[src/sv/fsr_pkg.sv]
`timescale 1ns / 1ps

package fsr_pkg;

  // Default output raster and tile geometry
  localparam int unsigned OUT_WIDTH_DEF   = 640;
  localparam int unsigned OUT_HEIGHT_DEF  = 480;
  localparam int unsigned TILE_SIZE       = 4;
  localparam int unsigned TILE_W          = 2;
  localparam int unsigned QUEUE_DEPTH_DEF = 2;

  // Coordinates cover the largest output size plus one partial tile
  localparam int unsigned COORD_W = 11;
  // Signed window bounds
  localparam int unsigned BOUND_W = 13;

  // Field widths
  localparam int unsigned VID_W    = 10;
  localparam int unsigned STEP_W   = 12;
  localparam int unsigned YSTEP_W  = STEP_W - 1;
  localparam int unsigned FRAC_W   = 10;
  localparam int unsigned ORIGIN_W = 23;
  localparam int unsigned LINEW_W  = 12;
  localparam int unsigned INDEX_W  = 19;
  localparam int unsigned ADDR_W   = 24;
  localparam int unsigned PIX_W    = 16;
  localparam int unsigned CFG_IDX_W  = 3;
  localparam int unsigned CFG_DATA_W = 23;

  // Scaled source coordinate widths
  localparam int unsigned SROW_W = COORD_W + YSTEP_W - FRAC_W;
  localparam int unsigned SCOL_W = COORD_W + STEP_W - FRAC_W;

  // Reset values of the scale registers
  localparam logic [STEP_W-1:0] X_STEP_RST = STEP_W'(1024);
  localparam logic [STEP_W-1:0] Y_STEP_RST = STEP_W'(2048);

  typedef enum logic {
    OP_START   = 1'b0,
    OP_ADVANCE = 1'b1
  } op_e;

  typedef enum logic [CFG_IDX_W-1:0] {
    CFG_H_START  = 3'd0,
    CFG_H_END    = 3'd1,
    CFG_V_START  = 3'd2,
    CFG_V_END    = 3'd3,
    CFG_X_STEP   = 3'd4,
    CFG_Y_STEP   = 3'd5,
    CFG_ORIGIN   = 3'd6,
    CFG_LINE_W   = 3'd7
  } cfg_idx_e;

  typedef struct packed {
    logic [VID_W-1:0]    h_video_start;
    logic [VID_W-1:0]    h_video_end;
    logic [VID_W-1:0]    v_video_start;
    logic [VID_W-1:0]    v_video_end;
    logic [STEP_W-1:0]   x_step;
    logic [STEP_W-1:0]   y_step_raw;
    logic [ORIGIN_W-1:0] fb_origin;
    logic [LINEW_W-1:0]  line_width;
  } cfg_t;

  typedef struct packed {
    op_e              opcode;
    logic [PIX_W-1:0] pixel_in;
  } in_word_t;

  typedef struct packed {
    logic [INDEX_W-1:0] dest_index;
    logic [ADDR_W-1:0]  src_address;
    logic               blank;
    logic [PIX_W-1:0]   texel_out;
    logic               frame_last;
  } out_word_t;

  // Fields that ride along the address pipeline unchanged
  typedef struct packed {
    logic [INDEX_W-1:0] dest_index;
    logic               blank;
    logic [PIX_W-1:0]   texel;
    logic               frame_last;
  } meta_t;

  // One classified position from front to back
  typedef struct packed {
    meta_t              meta;
    logic [COORD_W-1:0] row;
    logic [COORD_W-1:0] col;
  } job_t;

endpackage

[src/sv/fsr_queue.sv]
`timescale 1ns / 1ps

module fsr_queue import fsr_pkg::*; #(
  parameter int unsigned DEPTH = QUEUE_DEPTH_DEF
) (
  input  logic clk_i,
  input  logic rst_ni,
  input  logic wr_i,
  input  job_t wr_data_i,
  output logic full_o,
  input  logic rd_i,
  output logic rd_valid_o,
  output job_t rd_data_o
);

  localparam int unsigned PTR_W = (DEPTH > 1) ? $clog2(DEPTH) : 1;
  localparam int unsigned CNT_W = $clog2(DEPTH + 1);
  localparam logic [PTR_W-1:0] PTR_LAST = PTR_W'(DEPTH - 1);
  localparam logic [CNT_W-1:0] CNT_FULL = CNT_W'(DEPTH);

  job_t             mem_q [DEPTH];
  logic [PTR_W-1:0] wr_ptr_q, rd_ptr_q;
  logic [CNT_W-1:0] count_q;

  assign full_o     = (count_q == CNT_FULL);
  assign rd_valid_o = (count_q != '0);
  assign rd_data_o  = mem_q[rd_ptr_q];

  // Storage
  always_ff @(posedge clk_i) begin
    if (wr_i) begin
      mem_q[wr_ptr_q] <= wr_data_i;
    end
  end

  // Pointers and fill count
  always_ff @(posedge clk_i or negedge rst_ni) begin
    if (!rst_ni) begin
      wr_ptr_q <= '0;
      rd_ptr_q <= '0;
      count_q  <= '0;
    end else begin
      if (wr_i) begin
        wr_ptr_q <= (wr_ptr_q == PTR_LAST) ? '0 : wr_ptr_q + PTR_W'(1);
      end
      if (rd_i) begin
        rd_ptr_q <= (rd_ptr_q == PTR_LAST) ? '0 : rd_ptr_q + PTR_W'(1);
      end
      if (wr_i && !rd_i) begin
        count_q <= count_q + CNT_W'(1);
      end else if (!wr_i && rd_i) begin
        count_q <= count_q - CNT_W'(1);
      end
    end
  end

`ifndef SYNTHESIS
  a_count_bound: assert property (@(posedge clk_i) disable iff (!rst_ni)
    count_q <= CNT_FULL)
    else $error("queue count exceeds depth");

  a_no_overflow: assert property (@(posedge clk_i) disable iff (!rst_ni)
    wr_i |-> (!full_o || rd_i))
    else $error("queue written while full");

  a_no_underflow: assert property (@(posedge clk_i) disable iff (!rst_ni)
    rd_i |-> rd_valid_o)
    else $error("queue read while empty");

  a_count_grows: assert property (@(posedge clk_i) disable iff (!rst_ni)
    (wr_i && !rd_i) |=> (count_q == $past(count_q) + CNT_W'(1)))
    else $error("queue count did not follow write");
`endif

endmodule

[src/sv/fsr_front.sv]
`timescale 1ns / 1ps

module fsr_front import fsr_pkg::*; #(
  parameter int unsigned OUT_WIDTH  = OUT_WIDTH_DEF,
  parameter int unsigned OUT_HEIGHT = OUT_HEIGHT_DEF
) (
  input  logic     clk_i,
  input  logic     rst_ni,
  input  logic     accept_i,
  input  in_word_t in_word_i,
  input  cfg_t     cfg_i,
  output logic     job_valid_o,
  output job_t     job_o
);

  localparam logic signed [BOUND_W-1:0] OUT_W_S = BOUND_W'(OUT_WIDTH);
  localparam logic signed [BOUND_W-1:0] OUT_H_S = BOUND_W'(OUT_HEIGHT);
  localparam logic [COORD_W-1:0] OUT_W_C  = COORD_W'(OUT_WIDTH);
  localparam logic [COORD_W-1:0] OUT_H_C  = COORD_W'(OUT_HEIGHT);
  localparam logic [COORD_W-1:0] TILE_C   = COORD_W'(TILE_SIZE);
  localparam logic [TILE_W-1:0]  TILE_MAX = TILE_W'(TILE_SIZE - 1);

  logic [COORD_W-1:0] row_base_q, col_base_q;
  logic [TILE_W-1:0]  row_in_q, col_in_q;
  logic [INDEX_W-1:0] count_q;
  logic               active_q;
  logic signed [BOUND_W-1:0] lo_x_q, hi_x_q, lo_y_q, hi_y_q;

  logic signed [BOUND_W-1:0] diff_x, diff_y, num_x, num_y, adj_x, adj_y;
  logic signed [BOUND_W-1:0] margin_x, margin_y;
  logic signed [BOUND_W-1:0] row_s, col_s;
  logic [COORD_W-1:0] row, col, col_base_nx, row_base_nx;
  logic col_wrap, row_wrap, tile_end, last, blank, is_start, is_adv;
  logic [PIX_W-1:0] texel;

  assign is_start = accept_i && (in_word_i.opcode == OP_START);
  assign is_adv   = accept_i && (in_word_i.opcode == OP_ADVANCE) && active_q;

  // Centered window margins, halved with truncation toward zero
  assign diff_x   = $signed(BOUND_W'(cfg_i.h_video_end)) - $signed(BOUND_W'(cfg_i.h_video_start));
  assign diff_y   = $signed(BOUND_W'(cfg_i.v_video_end)) - $signed(BOUND_W'(cfg_i.v_video_start));
  assign num_x    = OUT_W_S - diff_x;
  assign num_y    = OUT_H_S - diff_y;
  assign adj_x    = num_x + $signed({{(BOUND_W-1){1'b0}}, num_x[BOUND_W-1]});
  assign adj_y    = num_y + $signed({{(BOUND_W-1){1'b0}}, num_y[BOUND_W-1]});
  assign margin_x = adj_x >>> 1;
  assign margin_y = adj_y >>> 1;

  // Current position and window test
  assign row   = row_base_q + COORD_W'(row_in_q);
  assign col   = col_base_q + COORD_W'(col_in_q);
  assign row_s = $signed({{(BOUND_W-COORD_W){1'b0}}, row});
  assign col_s = $signed({{(BOUND_W-COORD_W){1'b0}}, col});
  assign blank = (row_s < lo_y_q) || (row_s > hi_y_q) ||
                 (col_s < lo_x_q) || (col_s > hi_x_q);

  // Texel: alpha forced, then {p[15], p[14:1]}
  assign texel = blank ? '0 : {1'b1, in_word_i.pixel_in[PIX_W-1], in_word_i.pixel_in[PIX_W-2:1]};

  // Scan order: columns in tile, rows in tile, tile columns, tile rows
  assign col_base_nx = col_base_q + TILE_C;
  assign row_base_nx = row_base_q + TILE_C;
  assign col_wrap    = (col_base_nx >= OUT_W_C);
  assign row_wrap    = (row_base_nx >= OUT_H_C);
  assign tile_end    = (col_in_q == TILE_MAX) && (row_in_q == TILE_MAX);
  assign last        = tile_end && col_wrap && row_wrap;

  assign job_valid_o          = is_adv;
  assign job_o.meta.dest_index = count_q;
  assign job_o.meta.blank      = blank;
  assign job_o.meta.texel      = texel;
  assign job_o.meta.frame_last = last;
  assign job_o.row             = row;
  assign job_o.col             = col;

  // Scan state
  always_ff @(posedge clk_i or negedge rst_ni) begin
    if (!rst_ni) begin
      row_base_q <= '0;
      col_base_q <= '0;
      row_in_q   <= '0;
      col_in_q   <= '0;
      count_q    <= '0;
      active_q   <= 1'b0;
      lo_x_q     <= '0;
      hi_x_q     <= OUT_W_S;
      lo_y_q     <= '0;
      hi_y_q     <= OUT_H_S;
    end else if (is_start) begin
      row_base_q <= '0;
      col_base_q <= '0;
      row_in_q   <= '0;
      col_in_q   <= '0;
      count_q    <= '0;
      active_q   <= (cfg_i.line_width != '0);
      lo_x_q     <= margin_x;
      hi_x_q     <= OUT_W_S - margin_x;
      lo_y_q     <= margin_y;
      hi_y_q     <= OUT_H_S - margin_y;
    end else if (is_adv) begin
      count_q  <= count_q + INDEX_W'(1);
      col_in_q <= (col_in_q == TILE_MAX) ? '0 : col_in_q + TILE_W'(1);
      if (col_in_q == TILE_MAX) begin
        row_in_q <= (row_in_q == TILE_MAX) ? '0 : row_in_q + TILE_W'(1);
      end
      if (tile_end) begin
        col_base_q <= col_wrap ? '0 : col_base_nx;
        if (col_wrap) begin
          row_base_q <= row_wrap ? '0 : row_base_nx;
        end
      end
      if (last) begin
        active_q <= 1'b0;
      end
    end
  end

endmodule

[src/sv/fsr_back.sv]
`timescale 1ns / 1ps

module fsr_back import fsr_pkg::*; (
  input  logic      clk_i,
  input  logic      rst_ni,
  input  cfg_t      cfg_i,
  input  logic      job_valid_i,
  input  job_t      job_i,
  output logic      job_pop_o,
  input  logic      pop_i,
  output logic      empty_o,
  output out_word_t out_word_o
);

  logic v1_q, v2_q, v3_q;
  logic en1, en2, en3;

  meta_t              meta1_q, meta2_q;
  logic [SROW_W-1:0]  src_row_q;
  logic [SCOL_W-1:0]  src_col_q;
  logic [ADDR_W-2:0]  lin_q;
  out_word_t          out_q;

  logic [COORD_W+YSTEP_W-1:0] prod_row;
  logic [COORD_W+STEP_W-1:0]  prod_col;
  logic [SROW_W+LINEW_W-1:0]  prod_lin;
  logic [ADDR_W-1:0]          sum_lin;
  logic [ADDR_W-1:0]          addr;

  // Stage enables: a stage moves when it is empty or its successor moves
  assign en3       = !v3_q || pop_i;
  assign en2       = !v2_q || en3;
  assign en1       = !v1_q || en2;
  assign job_pop_o = job_valid_i && en1;

  // Stage 1: scale to source coordinates
  assign prod_row = job_i.row * cfg_i.y_step_raw[STEP_W-1:1];
  assign prod_col = job_i.col * cfg_i.x_step;

  // Stage 2: linear source pixel index, kept modulo the address range
  assign prod_lin = src_row_q * cfg_i.line_width;
  assign sum_lin  = ADDR_W'(prod_lin) + ADDR_W'(src_col_q);

  // Stage 3: byte address of the halfword
  assign addr = ADDR_W'(cfg_i.fb_origin) + {lin_q, 1'b0};

  always_ff @(posedge clk_i) begin
    if (en1 && job_valid_i) begin
      src_row_q <= prod_row[COORD_W+YSTEP_W-1:FRAC_W];
      src_col_q <= prod_col[COORD_W+STEP_W-1:FRAC_W];
      meta1_q   <= job_i.meta;
    end
    if (en2 && v1_q) begin
      lin_q   <= sum_lin[ADDR_W-2:0];
      meta2_q <= meta1_q;
    end
    if (en3 && v2_q) begin
      out_q.dest_index  <= meta2_q.dest_index;
      out_q.src_address <= addr;
      out_q.blank       <= meta2_q.blank;
      out_q.texel_out   <= meta2_q.texel;
      out_q.frame_last  <= meta2_q.frame_last;
    end
  end

  // Stage valid bits
  always_ff @(posedge clk_i or negedge rst_ni) begin
    if (!rst_ni) begin
      v1_q <= 1'b0;
      v2_q <= 1'b0;
      v3_q <= 1'b0;
    end else begin
      if (en1) begin
        v1_q <= job_valid_i;
      end
      if (en2) begin
        v2_q <= v1_q;
      end
      if (en3) begin
        v3_q <= v2_q;
      end
    end
  end

  assign empty_o    = !v3_q;
  assign out_word_o = out_q;

endmodule

[src/sv/framebuffer_scale_window_retile.sv]
`timescale 1ns / 1ps
// Tiled framebuffer rescaler with a centered blanking window.
// Input queue port: in_word_i (opcode, pixel_in) is taken on a clock edge
// with push high and full low. OP_START latches the window margins from the
// video start/end registers and rewinds the scan; it gives no word. Each
// OP_ADVANCE of an active frame gives one result word: destination index,
// source halfword byte address, blank flag, formatted texel and a last flag.
// Advances while no frame is active are taken and dropped.
// Result queue port: out_word_o holds the oldest result while empty is low;
// pop with empty low takes it.
// Config port: cfg_index_i/cfg_data_i written when cfg_valid_i and
// cfg_ready_o are high; ready is always high. Write only while idle.
// A taken advance word is written to the front queue, then passes through the
// scale multiply, line multiply-add and address add into the output
// register, where it shows on the port.
// Throughput: one word per cycle while full is low, set by the front scan update.
// When pop stays low, the 3-stage address pipeline (its last stage is the
// output register) holds, the front queue fills and full rises; nothing is lost.
// Reset: scan idle until a start word, scale registers at 1.0, queues empty.

module framebuffer_scale_window_retile import fsr_pkg::*; #(
  parameter int unsigned OUT_WIDTH   = OUT_WIDTH_DEF,
  parameter int unsigned OUT_HEIGHT  = OUT_HEIGHT_DEF,
  parameter int unsigned QUEUE_DEPTH = QUEUE_DEPTH_DEF
) (
  input  logic                  clk_i,
  input  logic                  rst_ni,
  input  logic                  push,
  output logic                  full,
  input  in_word_t              in_word_i,
  output logic                  empty,
  input  logic                  pop,
  output out_word_t             out_word_o,
  input  logic                  cfg_valid_i,
  output logic                  cfg_ready_o,
  input  logic [CFG_IDX_W-1:0]  cfg_index_i,
  input  logic [CFG_DATA_W-1:0] cfg_data_i
);

  cfg_t cfg_q;
  logic accept;
  logic fr_valid, q_valid, q_pop;
  job_t fr_job, q_job;

  assign cfg_ready_o = 1'b1;
  assign accept      = push && !full;

  // Configuration registers
  always_ff @(posedge clk_i or negedge rst_ni) begin
    if (!rst_ni) begin
      cfg_q.h_video_start <= '0;
      cfg_q.h_video_end   <= '0;
      cfg_q.v_video_start <= '0;
      cfg_q.v_video_end   <= '0;
      cfg_q.x_step        <= X_STEP_RST;
      cfg_q.y_step_raw    <= Y_STEP_RST;
      cfg_q.fb_origin     <= '0;
      cfg_q.line_width    <= '0;
    end else if (cfg_valid_i && cfg_ready_o) begin
      case (cfg_idx_e'(cfg_index_i))
        CFG_H_START: cfg_q.h_video_start <= cfg_data_i[VID_W-1:0];
        CFG_H_END:   cfg_q.h_video_end   <= cfg_data_i[VID_W-1:0];
        CFG_V_START: cfg_q.v_video_start <= cfg_data_i[VID_W-1:0];
        CFG_V_END:   cfg_q.v_video_end   <= cfg_data_i[VID_W-1:0];
        CFG_X_STEP:  cfg_q.x_step        <= cfg_data_i[STEP_W-1:0];
        CFG_Y_STEP:  cfg_q.y_step_raw    <= cfg_data_i[STEP_W-1:0];
        CFG_ORIGIN:  cfg_q.fb_origin     <= cfg_data_i[ORIGIN_W-1:0];
        CFG_LINE_W:  cfg_q.line_width    <= cfg_data_i[LINEW_W-1:0];
        default: ;
      endcase
    end
  end

  // Front: scan and classify
  fsr_front #(
    .OUT_WIDTH  (OUT_WIDTH),
    .OUT_HEIGHT (OUT_HEIGHT)
  ) u_front (
    .clk_i       (clk_i),
    .rst_ni      (rst_ni),
    .accept_i    (accept),
    .in_word_i   (in_word_i),
    .cfg_i       (cfg_q),
    .job_valid_o (fr_valid),
    .job_o       (fr_job)
  );

  // Decoupling queue
  fsr_queue #(
    .DEPTH (QUEUE_DEPTH)
  ) u_queue (
    .clk_i      (clk_i),
    .rst_ni     (rst_ni),
    .wr_i       (fr_valid),
    .wr_data_i  (fr_job),
    .full_o     (full),
    .rd_i       (q_pop),
    .rd_valid_o (q_valid),
    .rd_data_o  (q_job)
  );

  // Back: address pipeline and output register
  fsr_back u_back (
    .clk_i       (clk_i),
    .rst_ni      (rst_ni),
    .cfg_i       (cfg_q),
    .job_valid_i (q_valid),
    .job_i       (q_job),
    .job_pop_o   (q_pop),
    .pop_i       (pop),
    .empty_o     (empty),
    .out_word_o  (out_word_o)
  );

endmodule

[config.mk]
export PLATFORM = sky130hd
export DESIGN_NAME = framebuffer_scale_window_retile
export DESIGN_NICKNAME = d
export VERILOG_FILES = /design/src/sv/fsr_pkg.sv /design/src/sv/fsr_queue.sv /design/src/sv/fsr_front.sv /design/src/sv/fsr_back.sv /design/src/sv/framebuffer_scale_window_retile.sv
export SDC_FILE = /design/constraint.sdc
export NUM_CORES = 2
export LEC_CHECK = 0
export ABC_AREA = 0
export BUFFER_PORTS_ARGS = -buffer_cell sky130_fd_sc_hd__buf_4
export CAP_MARGIN = 25
export CORE_ASPECT_RATIO = 0.9
export CORE_UTILIZATION = 62
export CTS_BUF_LIST = sky130_fd_sc_hd__clkbuf_4
export DETAILED_ROUTE_END_ITERATION = 6
export PLACE_DENSITY = 0.8
export SYNTH_ARGS = -nofsm -noshare
export SYNTH_HDL_FRONTEND = slang
export SYNTH_SLANG_ARGS = --single-unit
export TNS_END_PERCENT = 30
[constraint.sdc]
create_clock -name clk_i -period 16.8 [get_ports clk_i]
set_input_delay 1.68 -clock clk_i [delete_from_list [all_inputs] [get_ports clk_i]]
set_output_delay 1.68 -clock clk_i [all_outputs]
set_load 0.01 [all_outputs]
==> results.md <==
- The die area is roughly 57000 um^2.
- The register-to-register path setup slack is roughly 9.7 ns.
- At the worst endpoint, the arrival time is about 7.8 ns.
- The overall routed net length is between 70000 and 80000 um.
- The startpoint kind of the worst setup timing path is a register.
- The net count after synthesis is between 3000 and 4000.
- sky130_fd_sc_hd__edfxtp_1 takes more of the synthesized area than any other cell.
- In this run the critical register-to-register path is launched from u_queue.rd_ptr_q.
- The synthesized netlist devotes about an eighth of its cell area to simple gates.
- Leaving out fill and tap cells, the most frequent cell in the layout is sky130_fd_sc_hd__inv_1.
- Of the post-synthesis cell area, the part taken by muxes is under 10%.
- Counting every sink on the clock net gives just under 500.
- The main combinational cell family by area after synthesis is adder cells.
- For this run, the leading register cell type out of synthesis is sky130_fd_sc_hd__edfxtp_1.
- The maximum clock rate is 0.140 GHz.
- Pin placement for this block handled 112 I/O pins.
- The count of endpoints failing setup in the final report is 0.
- The first global-routing pass estimated roughly 120000 um of wire.
- For the final routed database, the setup TNS stands at 0 ns.
- The yosys synthesis warning count is 0.
- The floorplan step defined a core boundary enclosing between 50000 and 60000 um^2.
- Measured in cells, the most critical reg-to-reg path has a length of 25.
- The average cell area after synthesis is ~11 um^2.
- The remaining global-route overflow is 0.
- The number of buffers inserted by hold repair at cts is 0.
- In this run the cell area of the synthesized design comes to between 30000 and 40000 um^2.
- Dividing the detail-routed wire length by the instance count gives approximately 17 um.
- After synthesis the netlist holds a flip-flop and latch count of about 500.
- The ratio of cells with drive above 1 in the final layout is 14.9%.
- The number of antenna violations at the first check in global routing is 1.
- The worst path in the final design needs a cycle of just over 7 ns, including I/O delays and setup.
- The remaining antenna violation count is 0.
- The final estimated routing congestion in global placement is a little over 0.9.
- The complex-gate fraction of the synthesized area is under 10%.
- In the post-synthesis netlist, the biggest area contributors are sky130_fd_sc_hd__edfxtp_1 (26%), sky130_fd_sc_hd__fa_1 (16%), sky130_fd_sc_hd__dfrtp_1 (14%).
- Synthesis handed over a netlist of between 3000 and 4000 instances.
- After layout, the worst setup slack is 9.65 ns.
- For the final database, setup skew stands at between 0.06 and 0.07 ns.
- The area growth from synthesis to layout is 8.79%.
- The worst setup path is captured at a register.
- After layout, the worst path uses between 40% and 50% of the clock period.
- The DRC violation count after routing is 0.
- The total cell area at the placement stage is between 30000 and 40000 um^2.
- Of all flip-flops after synthesis, the portion carrying an async set or reset was a little under 40%.
- The top cell types in the final layout, fill and taps aside, are sky130_fd_sc_hd__inv_1 (485), sky130_fd_sc_hd__nand2_1 (359), sky130_fd_sc_hd__edfxtp_1 (301), sky130_fd_sc_hd__fa_1 (281), sky130_fd_sc_hd__ha_1 (275).
- Using the TritonRoute via totals, the vias-per-cell ratio works out to 5.59.
- At the later pin of the worst-skew pair, clock insertion delay measures 0.90 ns.
- The run finished with clean final reports.
- With fillers left out, the area of the finished cells amounts to 37500 um^2.
- In this run the worst setup path begins at u_queue.rd_ptr_q.
- The initial utilization of the core area, before any placement, comes to a little over three fifths.
- The type of the worst min-delay path is reg -> reg.
- By startpoint and endpoint, the worst setup path is classified as reg -> reg.
- The total setup buffers inserted after CTS is 0.
- After Yosys synthesis, full adders, half adders and majority gates account for 26.3% of the synthesized area.
- Excluding fillers, the count of instances in the completed layout stands at slightly above 4000.
- The final hold violation count was 0.
- The clock slew at the register clock pins of the worst setup and hold paths is around 0.08 ns.
- The number of global-route vias before repair was roughly 25000.
- After floorplanning, the core was divided into 81 placement rows.
- Fill cells in the final layout number about 3900.
- At the pin with the least slew margin, the transition time is around 0.96 ns.
- The number of slew-limit violations in the final report came to 0.
- The first routing iteration left about 1500 violations.
- The first TritonRoute pass finished after 5 iterations.
- The overall via count from detail_route is 22780.
- The width of the die is around 250 um.
- The clock root buffer is sky130_fd_sc_hd__clkbuf_4.
- Setup repair after global routing left no endpoint under its margin.
- The die is about 230 um tall.
- The clock buffer count from CTS is approximately 120.
- The count of placed standard cells including taps is roughly 3800.
- The number of synthesized flops with an enable pin is 301.
- The sequential share of the synthesized area is roughly 40%.
- The area share of the largest cell type after synthesis is between 20% and 30%.
- TritonCTS built the clock tree.
- At the end of the flow, the number of nets in the layout was a little under 4000.
- The total of buffers placed on input and output ports is around 110.
- The post-place setup slack is approximately 9.7 ns.
- The clock passes through at most 3 buffers.
- Across the run, the number of max-cap violations was 0.
- The largest net degree at the start of global routing is 80.
- In this run the tightest slew margin relative to its limit is ~36%.
- The largest fanout on the critical path is 49.
- The fraction of synthesized cell area in xor and xnor cells is under 10%.
- In this run the critical register-to-register path is captured at u_back.src_col_q[12].
- The H-tree generated during clock tree synthesis spans 3 levels.
- The required time at the endpoint of the critical path is ~17 ns.
- In this run the worst setup path terminates at u_back.src_col_q[12].
- The count of distinct cell types in the synthesized netlist is between 80 and 90.
- Detailed placement finished with a half-perimeter wire length of between 50000 and 60000 um.
- Post-CTS repair changed the size of 0 cells.
- Global routing consumed, over all layers together, a little over a quarter of the routing resources.
## critical path: stages (launching register included)
cell                        delay, ns
sky130_fd_sc_hd__dfrtp_2         0.53
sky130_fd_sc_hd__buf_4           0.68
sky130_fd_sc_hd__mux2_2          0.52
sky130_fd_sc_hd__and2_1          0.21
sky130_fd_sc_hd__fa_1            0.53
sky130_fd_sc_hd__inv_1           0.06
sky130_fd_sc_hd__fa_1            0.48
sky130_fd_sc_hd__inv_1           0.06
sky130_fd_sc_hd__fa_1            0.50
sky130_fd_sc_hd__fa_1            0.54
sky130_fd_sc_hd__inv_1           0.05
sky130_fd_sc_hd__fa_1            0.53
sky130_fd_sc_hd__inv_1           0.04
sky130_fd_sc_hd__ha_1            0.35
sky130_fd_sc_hd__a21o_1          0.18
sky130_fd_sc_hd__a21oi_1         0.19
sky130_fd_sc_hd__nor2_1          0.07
sky130_fd_sc_hd__a21oi_1         0.18
sky130_fd_sc_hd__nand3_1         0.11
sky130_fd_sc_hd__o2111ai_1       0.13
sky130_fd_sc_hd__nand3_1         0.14
sky130_fd_sc_hd__o21ai_0         0.17
sky130_fd_sc_hd__nand2b_1        0.10
sky130_fd_sc_hd__a21o_1          0.21
sky130_fd_sc_hd__a21oi_1         0.19
sky130_fd_sc_hd__xnor2_1         0.08
## logic make-up after synthesis
logic type / after synthesis
muxes: 143
xor gates and xnor gates: 140
and+or+nand+nor: 855
DFF: 496
AOI/OAI and AO/OA: 338
adders and majority gates: 556
other: 1
buffers and inverters: 616
## flip-flops by register name, summed over array words and instances, names as in the netlist, 2 cells and up
register	flops
u_queue.count_q	2
u_back.src_col_q	13
u_front.lo_y_q	11
u_queue.mem_q	118
u_back.src_row_q	12
u_front.count_q	19
u_front.lo_x_q	11
u_front.col_base_q	9
u_back.lin_q	23
u_front.hi_y_q	13
u_back.out_word_o	61
u_front.row_in_q	2
u_back.meta2_q	37
u_front.row_base_q	9
u_front.col_in_q	2
u_front.hi_x_q	13
u_back.meta1_q	37
cfg_q	98
## metal layers
| metal | global-route usage (%) | vias up | wire length, um |
|---|---|---|---|
| met2 | 45.5 | 689 | 35300 |
| met3 | 4.38 | 146 | 4180 |
| met4 | 9.68 | 0 | 2000 |
| met5 | 0 | - | 0 |
| li1 | - | 10591 | - |
| met1 | 33.9 | 11354 | 29700 |
## synth_stat cells (5+ instances only)
cell type                  instances
sky130_fd_sc_hd__and2_1          196
sky130_fd_sc_hd__nand4_1          16
sky130_fd_sc_hd__nand2_1         359
sky130_fd_sc_hd__a21oi_1          66
sky130_fd_sc_hd__or3_1            16
sky130_fd_sc_hd__xnor2_1          95
sky130_fd_sc_hd__inv_1           486
sky130_fd_sc_hd__mux2_2          139
sky130_fd_sc_hd__buf_1             5
sky130_fd_sc_hd__o211ai_1          5
sky130_fd_sc_hd__nor3_1           37
sky130_fd_sc_hd__a31oi_1          10
sky130_fd_sc_hd__nor2_1           98
sky130_fd_sc_hd__o21ai_1          10
sky130_fd_sc_hd__nor2b_1          20
sky130_fd_sc_hd__o21a_1           30
sky130_fd_sc_hd__and3_1           15
sky130_fd_sc_hd__o21bai_1          5
sky130_fd_sc_hd__dfrtp_1         187
sky130_fd_sc_hd__clkbuf_1        123
sky130_fd_sc_hd__edfxtp_1        301
sky130_fd_sc_hd__nand2b_1         29
sky130_fd_sc_hd__xor2_1           44
sky130_fd_sc_hd__o21ai_0         131
sky130_fd_sc_hd__a21o_1           26
sky130_fd_sc_hd__fa_1            281
sky130_fd_sc_hd__nand3_1          32
sky130_fd_sc_hd__or2_2             6
sky130_fd_sc_hd__ha_1            275
sky130_fd_sc_hd__dfstp_2           8
## through the flow
step           hold WS (ns)  util (%)
2_1_floorplan         0.400         -
3_3_place_gp          0.401      65.6
3_5_place_dp          0.405      65.6
4_1_cts               0.390      68.6
5_1_grt               0.406      68.7
6_report              0.383      68.7
## how the worst min path moves through the flow
stage / startpoint / to / slack (ns) / cells after the start
after floorplan: u_back.meta1_q[0] / u_back.meta2_q[0] / 0.40 / 0
after global placement: u_back.meta1_q[13] / u_back.meta2_q[13] / 0.40 / 0
after detailed placement: u_back.meta1_q[7] / u_back.meta2_q[7] / 0.40 / 0
after CTS: u_back.meta1_q[20] / u_back.meta2_q[20] / 0.39 / 0
after global routing: u_back.meta1_q[20] / u_back.meta2_q[20] / 0.41 / 0
final: u_back.meta1_q[20] / u_back.meta2_q[20] / 0.38 / 0
## layout make-up
class	count	area (um^2)	area share [%]
antenna	1	2.50	0.00667
tap	705	882	2.35
inverter	486	1820	4.86
multi-input combinational	2033	18300	48.7
clock buffer	181	1360	3.62
sequential	496	13900	37.1
timing repair buffer	125	968	2.58
clock inverter	45	284	0.757
Power is left out: the tool's default activity adds up to more than one toggle a clock period on the data nets, which glitch-free logic cannot reach.
